$ cat config.mk
export PLATFORM = sky130hd
export DESIGN_NAME = stli_div
export DESIGN_NICKNAME = d
export VERILOG_FILES = /design/src/rtl/stli_div.sv
export SDC_FILE = /design/constraint.sdc
export NUM_CORES = 1
export LEC_CHECK = 0
export BUFFER_PORTS_ARGS = -buffer_cell sky130_fd_sc_hd__clkbuf_2
export CAP_MARGIN = 5
export CORE_AREA = 5 5 195 197
export DETAILED_ROUTE_END_ITERATION = 16
export DIE_AREA = 0 0 200 202
export REMOVE_ABC_BUFFERS = 1
export SLEW_MARGIN = 20
export SYNTH_ARGS = -nofsm -noshare
export SYNTH_HDL_FRONTEND = slang
export SYNTH_SLANG_ARGS = --single-unit
$ cat constraint.sdc
create_clock -name clk_i -period 4.1 [get_ports clk_i]
set_input_delay 0.205 -clock clk_i [delete_from_list [all_inputs] [get_ports clk_i]]
set_output_delay 0.205 -clock clk_i [all_outputs]
set_load 0.1 [all_outputs]
$ cat src/rtl/stli_div.sv
// ----------------------------------------------------------------------------
// stli_div: radix-2 signed divider
// Quotient of a 64-bit dividend by a 33-bit divisor, truncated toward zero,
// one quotient bit per cycle. The full 65-bit signed quotient is returned;
// the caller checks it against the 32-bit result range.
// ----------------------------------------------------------------------------
`default_nettype none

module stli_div (
  input  wire logic               clk_i,
  input  wire logic               rst_ni,
  input  wire logic               start_i,
  input  wire logic signed [63:0] dividend_i,
  input  wire logic signed [32:0] divisor_i,
  output logic                    done_o,
  output logic signed [64:0]      quot_o
);

  logic [63:0] rem_q, rem_d;
  logic [63:0] quo_q, quo_d;
  logic [32:0] dsr_q, dsr_d;
  logic        neg_q, neg_d;
  logic [6:0]  cnt_q, cnt_d;
  logic        busy_q, busy_d;
  logic        done_q, done_d;
  logic [64:0] trial;
  logic [63:0] shifted;

  // one restoring step
  always_comb begin
    shifted = {rem_q[62:0], quo_q[63]};
    trial   = {1'b0, shifted} - {32'd0, dsr_q};
    rem_d = rem_q; quo_d = quo_q; dsr_d = dsr_q; neg_d = neg_q;
    cnt_d = cnt_q; busy_d = busy_q; done_d = 1'b0;
    if (start_i) begin
      rem_d  = '0;
      quo_d  = dividend_i[63] ? 64'(-dividend_i) : 64'(dividend_i);
      dsr_d  = divisor_i[32] ? 33'(-divisor_i) : 33'(divisor_i);
      neg_d  = dividend_i[63] ^ divisor_i[32];
      cnt_d  = 7'd0;
      busy_d = 1'b1;
    end else if (busy_q) begin
      if (!trial[64]) begin
        rem_d = trial[63:0];
        quo_d = {quo_q[62:0], 1'b1};
      end else begin
        rem_d = shifted;
        quo_d = {quo_q[62:0], 1'b0};
      end
      cnt_d = cnt_q + 7'd1;
      if (cnt_q == 7'd63) begin
        busy_d = 1'b0;
        done_d = 1'b1;
      end
    end
  end

  always_ff @(posedge clk_i or negedge rst_ni) begin
    if (!rst_ni) begin
      busy_q <= 1'b0;
      done_q <= 1'b0;
      cnt_q  <= '0;
    end else begin
      busy_q <= busy_d;
      done_q <= done_d;
      cnt_q  <= cnt_d;
    end
  end

  always_ff @(posedge clk_i) begin
    rem_q <= rem_d;
    quo_q <= quo_d;
    dsr_q <= dsr_d;
    neg_q <= neg_d;
  end

  assign done_o = done_q;
  assign quot_o = neg_q ? -$signed({1'b0, quo_q}) : $signed({1'b0, quo_q});

endmodule

`default_nettype wire

==> impl_metrics.csv, run 1 <==
group,metric,value,unit
clocking,cts_buffers,17,
sta,skew,0.00855,ns
yosys,ys_top_cells_by_area,"edfxtp_1 (24%), dfxtp_1 (10%), xnor2_1 (8.6%), xor2_1 (5.6%), nor2_1 (5.1%)",
global_routing,grt_pass1_vias,10600,
floorplanning,die_y,202,um
worst_setup_path,endpoint,"quot_o[57]",
route,wl_per_cell,16.1,um
yosys,yosys-top-cells-count,"nor2_1 (171), nand2_1 (148), xnor2_1 (123), a21oi_1 (116), edfxtp_1 (98)",
worst_setup_path,worstPathArrival,3.88,ns
yosys,yosysTopAreaCell,"edfxtp_1",
sta,hold_violations,0,
worst_setup_path,cp_max_fo,5,
layout,drive_gt1_share,18.2,%
sta,rsz0062_at_grt,"true",
worst_setup_path,r2r_cells,13,
sta,worst_pin_slew,0.932,ns
route,vias,11300,
clocking,cts.sinks,170,
yosys,synth_seq_area_share,35.5,%
worst_setup_path,reg2reg_from,"quo_q[63]$_DFFE_PP_",
route,drtAntennaViolNets,0,
yosys,synthCells,1477,
sta,period_share,99.6,%
worst_setup_path,r2r-end,"rem_q[37]$_SDFFE_PP0P_",
route,postRouteWirelength,34200,um
floorplanning,start_util,34.6,%
pwr,finalPower,9320,uW
global_routing,overflow,0,
place,port_buffers,165,
worst_setup_path,criticalPathCategory,"reg2out",
clocking,cts_max_level,4,
yosys,synth_area,12500,um^2
place,dp_hpwl,25700,um
route,via_per_inst,5.34,
global_routing,antenna_found_initial,6,
route,drc,0,
sta,slew_violations,0,
sta,finalSetupViolations,0,
route,detailedRoute.firstIterationViolations,777,
sta,fmax,245,MHz
worst_hold_path,min-delay-path-class,"in2reg",
global_routing,grt_usage,16.7,%
sta,fin_ws,0.0154,ns
pwr,vdd_drop_max,0.000432,V
layout,nets,1775,
sta,fin_crit,4.08,ns
yosys,avgSynthCellArea,8.46,um^2
yosys,synth_top_area_share,23.6,%
flow_run,cap_viol_max_count,0,
pwr,p_leak,0.00580,uW
global_routing,grt_max_degree,146,
pwr,p_per_area,626,nW/um^2
yosys,ys_seq_elements,170,
floorplanning,dieArea,40400,um^2
yosys,synth-async-reset-ratio,5.29,%
clocking,clockBufferDepth,2,
clocking,clk_pin_slew,0.07,ns
clocking,clockRootBuffer,"clkbuf_16",
global_routing,grt_first_pass_wirelength,55600,um
clocking,worstSkewPairLatency,0.44,ns
place,place_ws,0.322,ns
route,drt_pre_antenna_iters,5,
yosys,yosysUniqueCellTypes,76,
sta,max_slew_margin,37.8,%
worst_setup_path,r2r_slack,0.34,ns
clocking,tritoncts,"built",
floorplanning,die_x,200,um
worst_setup_path,cp.required,3.89,ns
yosys,yosys_warnings,0,
yosys,synth_edf_count,98,
yosys,yosysMostFrequentCell,"nor2_1",
worst_setup_path,cp-startpoint,"quo_q[13]$_DFFE_PP_",
floorplanning,fp.coreArea,36100,um^2
layout,syn_to_final_growth,19.2,%
worst_setup_path,start_kind,"register",
floorplanning,rows,70,
floorplanning,ios,166,
worst_setup_path,cp-end-kind,"primary output",
layout,n_fill_cell,3656,
outcome,status,"finished, final reports clean",
yosys,ys.flop_type,"edfxtp_1",
place,gp_congestion,0.906,
layout by cell type (no fill, tap or decap), types with 21 or more instances in the layout:
cell type and instances:
edfxtp_1 98, xor2_1 80, xnor2_1 123, nor3_1 31
nor2_1 169, or3_1 44, ha_1 37, dfxtp_1 63
a311oi_1 29, clkbuf_2 144, o21ai_0 84, nand2_1 148
buf_4 46, o31ai_1 46, inv_1 56, a21oi_1 116
or4_1 21, a211oi_1 25
layer usage:
metal  wire length [um]  vias to the layer above  track usage (%)
li1                   -                     5696                -
met1              15700                     5265             22.8
met2              15700                      304             26.4
met3               2170                       48             3.73
met4                645                        6             4.78
met5                 33                        -                0
critical path: stages (launching register included):
cell and delay, ns:
edfxtp_1 0.41, or3_4 0.40, or4_4 0.51, or4_4 0.45, or3_4 0.34, or2_4 0.28, nor3_4 0.14, nand3_2 0.15
o31ai_2 0.27, xnor2_1 0.15, bufbuf_16 0.33
registers in the layout, indices dropped and copies added, names as in the netlist:
name    cells
busy_q      1
cnt_q       7
done_o      1
dsr_q      33
neg_q       1
quo_q      64
rem_q      63
stage by stage:
step                instance area (um^2)  hold WS (ns)  cells  utilization [%]  setup TNS [ns]
finish                             14900        0.0782   2121             41.3               0
global placement                   14000        0.0716   2058             38.7               0
detailed placement                 14000        0.0708   2058             38.7               0
floorplan                          12200       -0.0906   1406                -          -13.31
CTS                                14800        0.0574   2109             40.9               0
global route                       14900        0.0673   2121             41.3          -0.436
cell families after synthesis:
group                      after synthesis  synth area share [%]
and+or+nand+nor                        543                  21.8
AOI/OAI and AO/OA                      392                  20.5
xor gates and xnor gates               203                  14.2
DFF                                    170                  35.5
buffers and inverters                  128                  3.95
adders and majority gates               38                  3.87
muxes                                    3                 0.250
repair_timing:
action,CTS,global route
buffers inserted,17,9
endpoints found under the setup margin,12,20
resized for setup,7,16
hold endpoints to repair,10,0
pin swaps,10,2
hold buffers,2,0
power breakdown:
part	switching (uW)	internal, uW
registers	389	2220
clock network	725	906
logic	3290	1790
total	4400	4920
worst min-delay path by stage:
stage | from | cells after the start | to | slack (ns)
after floorplan | rst_ni | 0 | busy_q$_DFF_PN0_ | -0.09
after global placement | rst_ni | 1 | cnt_q[4]$_DFFE_PN0P_ | 0.07
after detailed placement | rst_ni | 1 | cnt_q[2]$_DFFE_PN0P_ | 0.07
after CTS | divisor_i[8] | 2 | dsr_q[8]$_DFFE_PP_ | 0.06
after global routing | divisor_i[8] | 2 | dsr_q[8]$_DFFE_PP_ | 0.07
final | divisor_i[8] | 2 | dsr_q[8]$_DFFE_PP_ | 0.08
final cells by class:
type	instances	area, um^2	area share (%)
diodes	3	7.51	0.0504
flip-flops and latches	170	4430	29.7
inverters	57	214	1.44
clock inverters	11	75.1	0.504
well taps	468	586	3.93
multi-input cells	1179	7640	51.3
clock buffers	21	514	3.45
repair buffers	212	1420	9.56
Note: power is estimated with default switching activity, not from simulation.
==> run 2: changes to the inputs <==
==> constraint.sdc (replaced) <==
create_clock -name clk_i -period 4.45 [get_ports clk_i]
set_input_delay 0.2225 -clock clk_i [delete_from_list [all_inputs] [get_ports clk_i]]
set_output_delay 0.2225 -clock clk_i [all_outputs]
set_load 0.1 [all_outputs]
==> impl_metrics.csv, run 2 (synthesis results as in run 1) <==
group,metric,value,unit
outcome,status,"finished, final reports clean",
pwr,power_switching,4010,uW
global_routing,antenna_found_initial,3,
layout,reg_top3,"quo_q x64, rem_q x63, dsr_q x33",
worst_setup_path,cp_max_fo,5,
pwr,seqPwrFrac,28.6,%
layout,regMostFlops,"quo_q",
worst_hold_path,holdCritStartpoint,"divisor_i[16]",
route,vias,11300,
global_routing,overflow,0,
place,gp_congestion,0.908,
clocking,cts_setup_buffers,0,
pwr,finalPower,8470,uW
floorplanning,ios,166,
worst_setup_path,cp-end-kind,"primary output",
route,wl_per_cell,16.4,um
layout,syn_to_final_growth,15.6,%
layout,drive_gt1_share,16.0,%
place,dp_hpwl,25400,um
layout,n_fill_cell,3699,
clocking,worstSkewPairLatency,0.44,ns
sta,worst_pin_slew,0.887,ns
sta,finalSetupTns,0,ns
global_routing,grt_max_degree,92,
pwr,p_int,4470,uW
worst_setup_path,cp.required,4.23,ns
pwr,vdd_drop_max,0.000366,V
global_routing,grt_pass1_vias,10700,
layout,final_common_cell,"nor2_1",
pwr,combPwrFrac,53.5,%
layout,largest_reg_flops,64,
sta,fin_crit,4.31,ns
worst_setup_path,criticalPathCategory,"reg2out",
sta,skew,0.0119,ns
worst_hold_path,hold_depth,2,
pwr,p_leak,0.00558,uW
flow_run,cap_viol_max_count,0,
place,port_buffers,165,
route,detailedRoute.firstIterationViolations,683,
layout,final_cell_mix,"nor2_1 (169), clkbuf_2 (156), nand2_1 (148)",
floorplanning,die_x,200,um
worst_setup_path,worstPathArrival,4.09,ns
floorplanning,rows,70,
worst_setup_path,crit_top_cell,"or4_4",
clocking,cts_max_level,4,
route,drc,0,
clocking,clockBufferDepth,2,
worst_setup_path,critPathSlowestCell,"or4_4",
pwr,swShare,47.3,%
global_routing,grt_usage,16.7,%
worst_hold_path,min-delay-path-class,"in2reg",
route,drtAntennaViolNets,0,
worst_setup_path,r2r_slack,0.56,ns
worst_setup_path,slowest_delay,0.54,ns
sta,slew_violations,0,
global_routing,grt_first_pass_wirelength,55600,um
route,drt_pre_antenna_iters,5,
floorplanning,die_y,202,um
worst_setup_path,r2r_cells,12,
worst_setup_path,r2r-end,"rem_q[53]$_SDFFE_PP0P_",
route,via_per_inst,5.40,
sta,fmax,232,MHz
sta,rsz0062_at_grt,"true",
floorplanning,dieArea,40400,um^2
clocking,cts_buffers,17,
sta,finalSetupViolations,0,
clocking,clk_pin_slew,0.07,ns
layout,nets,1745,
pwr,clkPwrFrac,17.9,%
clocking,tritoncts,"built",
route,postRouteWirelength,34200,um
clocking,cts.sinks,170,
worst_setup_path,crit_chain,"or3_4, or4_4, or4_4, or3_1, or2_4, nand2b_1, o31ai_1, xnor2_1, clkbuf_2",
sta,hold_violations,0,
sta,max_slew_margin,40.9,%
worst_hold_path,holdPathEnd,"dsr_q[16]$_DFFE_PP_",
pwr,p_per_area,587,nW/um^2
floorplanning,start_util,34.6,%
sta,period_share,96.8,%
clocking,clockRootBuffer,"clkbuf_16",
worst_setup_path,reg2reg_from,"quo_q[63]$_DFFE_PP_",
worst_setup_path,start_kind,"register",
floorplanning,fp.coreArea,36100,um^2
run 2: routing by layer:
metal	vias to the layer above	routed length (um)	global-route usage, %
li1	5632	-	-
met1	5327	15800	23.2
met2	277	15700	25.6
met3	50	1940	3.88
met4	2	779	5.26
met5	-	7	0
run 2: worst max-delay path by stage:
stage / start / end / cells after the start
6_report: quo_q[12]$_DFFE_PP_ / quot_o[49] / 9
5_1_grt: quo_q[11]$_DFFE_PP_ / quot_o[57] / 10
4_1_cts: quo_q[12]$_DFFE_PP_ / quot_o[58] / 9
3_5_place_dp: quo_q[12]$_DFFE_PP_ / quot_o[57] / 10
3_3_place_gp: quo_q[12]$_DFFE_PP_ / quot_o[57] / 10
2_1_floorplan: busy_q$_DFF_PN0_ / quo_q[0]$_DFFE_PP_ / 2
run 2: worst max-delay path: cells and delay by family (launching register included):
kind,cells,cell delay (ns)
buf+inv,1,0.47
simple gates,6,2.33
flops,1,0.44
xor+xnor,1,0.15
compound gates,1,0.26
run 2: final cells by class:
cell class	instances	area, um^2	area share (%)
Multi-Input combinational cell	1179	7600	52.6
Sequential cell	170	4430	30.7
Timing Repair Buffer	182	1020	7.06
Tap cell	468	586	4.05
Clock buffer	27	539	3.73
Inverter	57	214	1.48
Clock inverter	5	52.6	0.364
Antenna cell	2	5.00	0.0346
run 2: metrics by stage:
step / utilization [%] / worst slack [ns] / instance area [um^2] / hold WS [ns] / std cells
floorplan: - / 0.144 / 12200 / -0.0731 / 1406
global placement: 38.1 / 0.494 / 13700 / 0.0919 / 2053
detailed placement: 38.1 / 0.431 / 13700 / 0.0911 / 2053
CTS: 39.8 / 0.0171 / 14400 / 0.0741 / 2087
global route: 40.0 / -0.00448 / 14400 / 0.0945 / 2090
finish: 40.0 / 0.142 / 14400 / 0.0937 / 2090
run 2: power by group through the flow:
stage          registers [uW]  clock network, uW  logic [uW]
2_1_floorplan            2360                  0        3500
3_3_place_gp             2430                  0        4440
3_5_place_dp             2450                  0        4470
4_1_cts                  2420               1550        4500
5_1_grt                  2470               1610        4940
6_report                 2420               1520        4530
run 2: timing repair:
item,CTS,global route
endpoints found under the hold margin,10,0
setup endpoints to repair,6,10
hold buffers,2,0
resized for setup,6,19
pin swaps,0,0
==> run 3: changes to the inputs <==
--- a/config.mk
+++ b/config.mk
@@ -10,6 +10,7 @@
 export CORE_AREA = 5 5 195 197
 export DETAILED_ROUTE_END_ITERATION = 16
 export DIE_AREA = 0 0 200 202
+export PLACE_DENSITY_LB_ADDON = 0.12
 export REMOVE_ABC_BUFFERS = 1
 export SLEW_MARGIN = 20
 export SYNTH_ARGS = -nofsm -noshare
==> impl_metrics.csv, run 3 (synthesis results as in run 1) <==
group,metric,value,unit
floorplanning,dieArea,40400,um^2
pwr,p_per_area,586,nW/um^2
clocking,tritoncts,"built",
floorplanning,fp.coreArea,36100,um^2
route,drc,0,
pwr,finalPower,8480,uW
sta,period_share,96.6,%
global_routing,grt_max_degree,190,
route,via_per_inst,5.31,
global_routing,grt_first_pass_wirelength,57200,um
layout,regMostFlops,"quo_q",
worst_setup_path,worstPathArrival,4.07,ns
worst_setup_path,r2r_slack,0.43,ns
pwr,seqPwrFrac,28.5,%
route,detailedRoute.firstIterationViolations,530,
worst_setup_path,reg2reg_from,"quo_q[63]$_DFFE_PP_",
layout,final_common_cell,"nor2_1",
pwr,p_int,4430,uW
layout,n_antenna_cell,0,
worst_hold_path,min-delay-path-class,"in2reg",
flow_run,cap_viol_max_count,0,
worst_setup_path,cp_num_buf_inv,1,
sta,hold_violations,0,
clocking,worstSkewPairLatency,0.44,ns
floorplanning,start_util,34.6,%
layout,n_fill_cell,3755,
global_routing,antenna_found_initial,2,
sta,skew,0.0106,ns
worst_setup_path,cp.required,4.23,ns
sta,finalSetupViolations,0,
pwr,combPwrFrac,54.0,%
worst_setup_path,crit_top_cell,"or4_4",
worst_setup_path,r2r-end,"rem_q[45]$_SDFFE_PP0P_",
worst_setup_path,start_kind,"register",
place,port_buffers,165,
sta,rsz0062_at_grt,"true",
route,vias,11100,
sta,fmax,233,MHz
outcome,status,"finished, final reports clean",
worst_hold_path,hold_depth,2,
sta,max_slew_margin,34.9,%
layout,reg_top3,"quo_q x64, rem_q x63, dsr_q x33",
layout,stdcell_area,14500,um^2
place,dp_hpwl,26600,um
place,dp_cells,2056,
clocking,clk_pin_slew,0.07,ns
floorplanning,die_x,200,um
worst_setup_path,criticalPathCategory,"reg2out",
clocking,cts_buffers,17,
pwr,swShare,47.8,%
route,drt_pre_antenna_iters,7,
worst_setup_path,crit_cells,10,
worst_setup_path,cp_top_family,"simple AND/OR/NAND/NOR gates",
layout,layout.cells.non_filler,2093,
clocking,clockBufferDepth,2,
global_routing,grt_usage,17.4,%
worst_setup_path,r2r_cells,12,
worst_setup_path,cp-startpoint,"quo_q[11]$_DFFE_PP_",
floorplanning,rows,70,
pwr,clkPwrFrac,17.5,%
floorplanning,die_y,202,um
layout,final_cell_mix,"nor2_1 (170), clkbuf_2 (152), nand2_1 (148)",
worst_setup_path,cp-end-kind,"primary output",
sta,worst_pin_slew,0.977,ns
layout,largest_reg_flops,64,
place,place_area,13800,um^2
pwr,vdd_drop_max,0.000387,V
worst_setup_path,cp_max_fo,5,
clocking,cts.sinks,170,
worst_setup_path,crit_chain,"or3_4, or4_4, or4_4, or3_1, or2_4, nor3_4, nand3_4, o21ai_1, xnor2_1, clkbuf_4",
route,drtAntennaViolNets,0,
worst_setup_path,endpoint,"quot_o[61]",
layout,nets,1750,
sta,slew_violations,0,
layout,syn_to_final_growth,16.0,%
global_routing,overflow,0,
route,postRouteWirelength,35600,um
pwr,power_switching,4060,uW
worst_setup_path,slowest_delay,0.55,ns
sta,fin_crit,4.30,ns
place,gp_congestion,0.837,
pwr,p_leak,0.00559,uW
layout,drive_gt1_share,16.2,%
clocking,clockRootBuffer,"clkbuf_16",
route,wl_per_cell,17.0,um
worst_setup_path,critPathSlowestCell,"or4_4",
clocking,cts_max_level,4,
floorplanning,ios,166,
global_routing,grt_pass1_vias,10800,
sta,holdWs,0.0867,ns
## run 3: repair_timing
action,4_1_cts,5_1_grt
gates cloned,0,0
buffers inserted,0,3
endpoints found under the hold margin,10,0
hold buffers,2,0
resized for setup,8,10
pin swaps,0,1
setup endpoints to repair,8,12
## run 3: worst reg2reg max path: cells and delay by family, from the launching register on
family / cells / cell delay (ns)
buffers and inverters: 1 / 0.07
AND/OR/NAND/NOR: 4 / 1.25
flip-flops: 1 / 0.45
AO/OA/AOI/OAI: 5 / 1.52
adder cells (fa/ha/maj): 2 / 0.64
## run 3: cell type report
class	instances	area (um^2)	share of cell area, %
Inverter	57	214	1.48
Sequential cell	170	4430	30.6
Multi-Input combinational cell	1179	7600	52.4
Tap cell	468	586	4.04
Clock buffer	24	526	3.63
Clock inverter	8	53.8	0.371
Timing Repair Buffer	187	1080	7.46
## run 3: worst min-delay path by stage
stage	from	endpoint	slack, ns
floorplan	rst_ni	busy_q$_DFF_PN0_	-0.07
global placement	rst_ni	cnt_q[3]$_DFFE_PN0P_	0.09
detailed placement	rst_ni	cnt_q[3]$_DFFE_PN0P_	0.1
CTS	divisor_i[25]	dsr_q[25]$_DFFE_PP_	0.05
global route	divisor_i[25]	dsr_q[25]$_DFFE_PP_	0.08
finish	divisor_i[25]	dsr_q[25]$_DFFE_PP_	0.09
## run 3: power by group through the flow
stage | clock [uW] | sequential, uW | combinational [uW]
2_1_floorplan | 0 | 2360 | 3500
3_3_place_gp | 0 | 2440 | 4550
3_5_place_dp | 0 | 2440 | 4550
4_1_cts | 1530 | 2410 | 4590
5_1_grt | 1590 | 2470 | 5010
6_report | 1490 | 2420 | 4580
## run 3: per-layer routing
layer  vias to the layer above  global-route usage (%)  part of all wire (%)
li1                       5641                       -                     -
met1                      5207                    24.4                    48
met2                       224                    27.3                    46
met3                        37                    3.60                   4.7
met4                         4                    4.51                   1.5
met5                         -                       0                 0.059
## run 3: metrics by stage
stage | TNS (ns) | worst slack [ns] | utilization [%]
global placement | 0 | 0.461 | 38.3
finish | 0 | 0.153 | 40.2
global route | -0.0151 | -0.0117 | 40.2
detailed placement | 0 | 0.403 | 38.3
CTS | 0 | 0.0148 | 40.0
floorplan | 0 | 0.144 | -
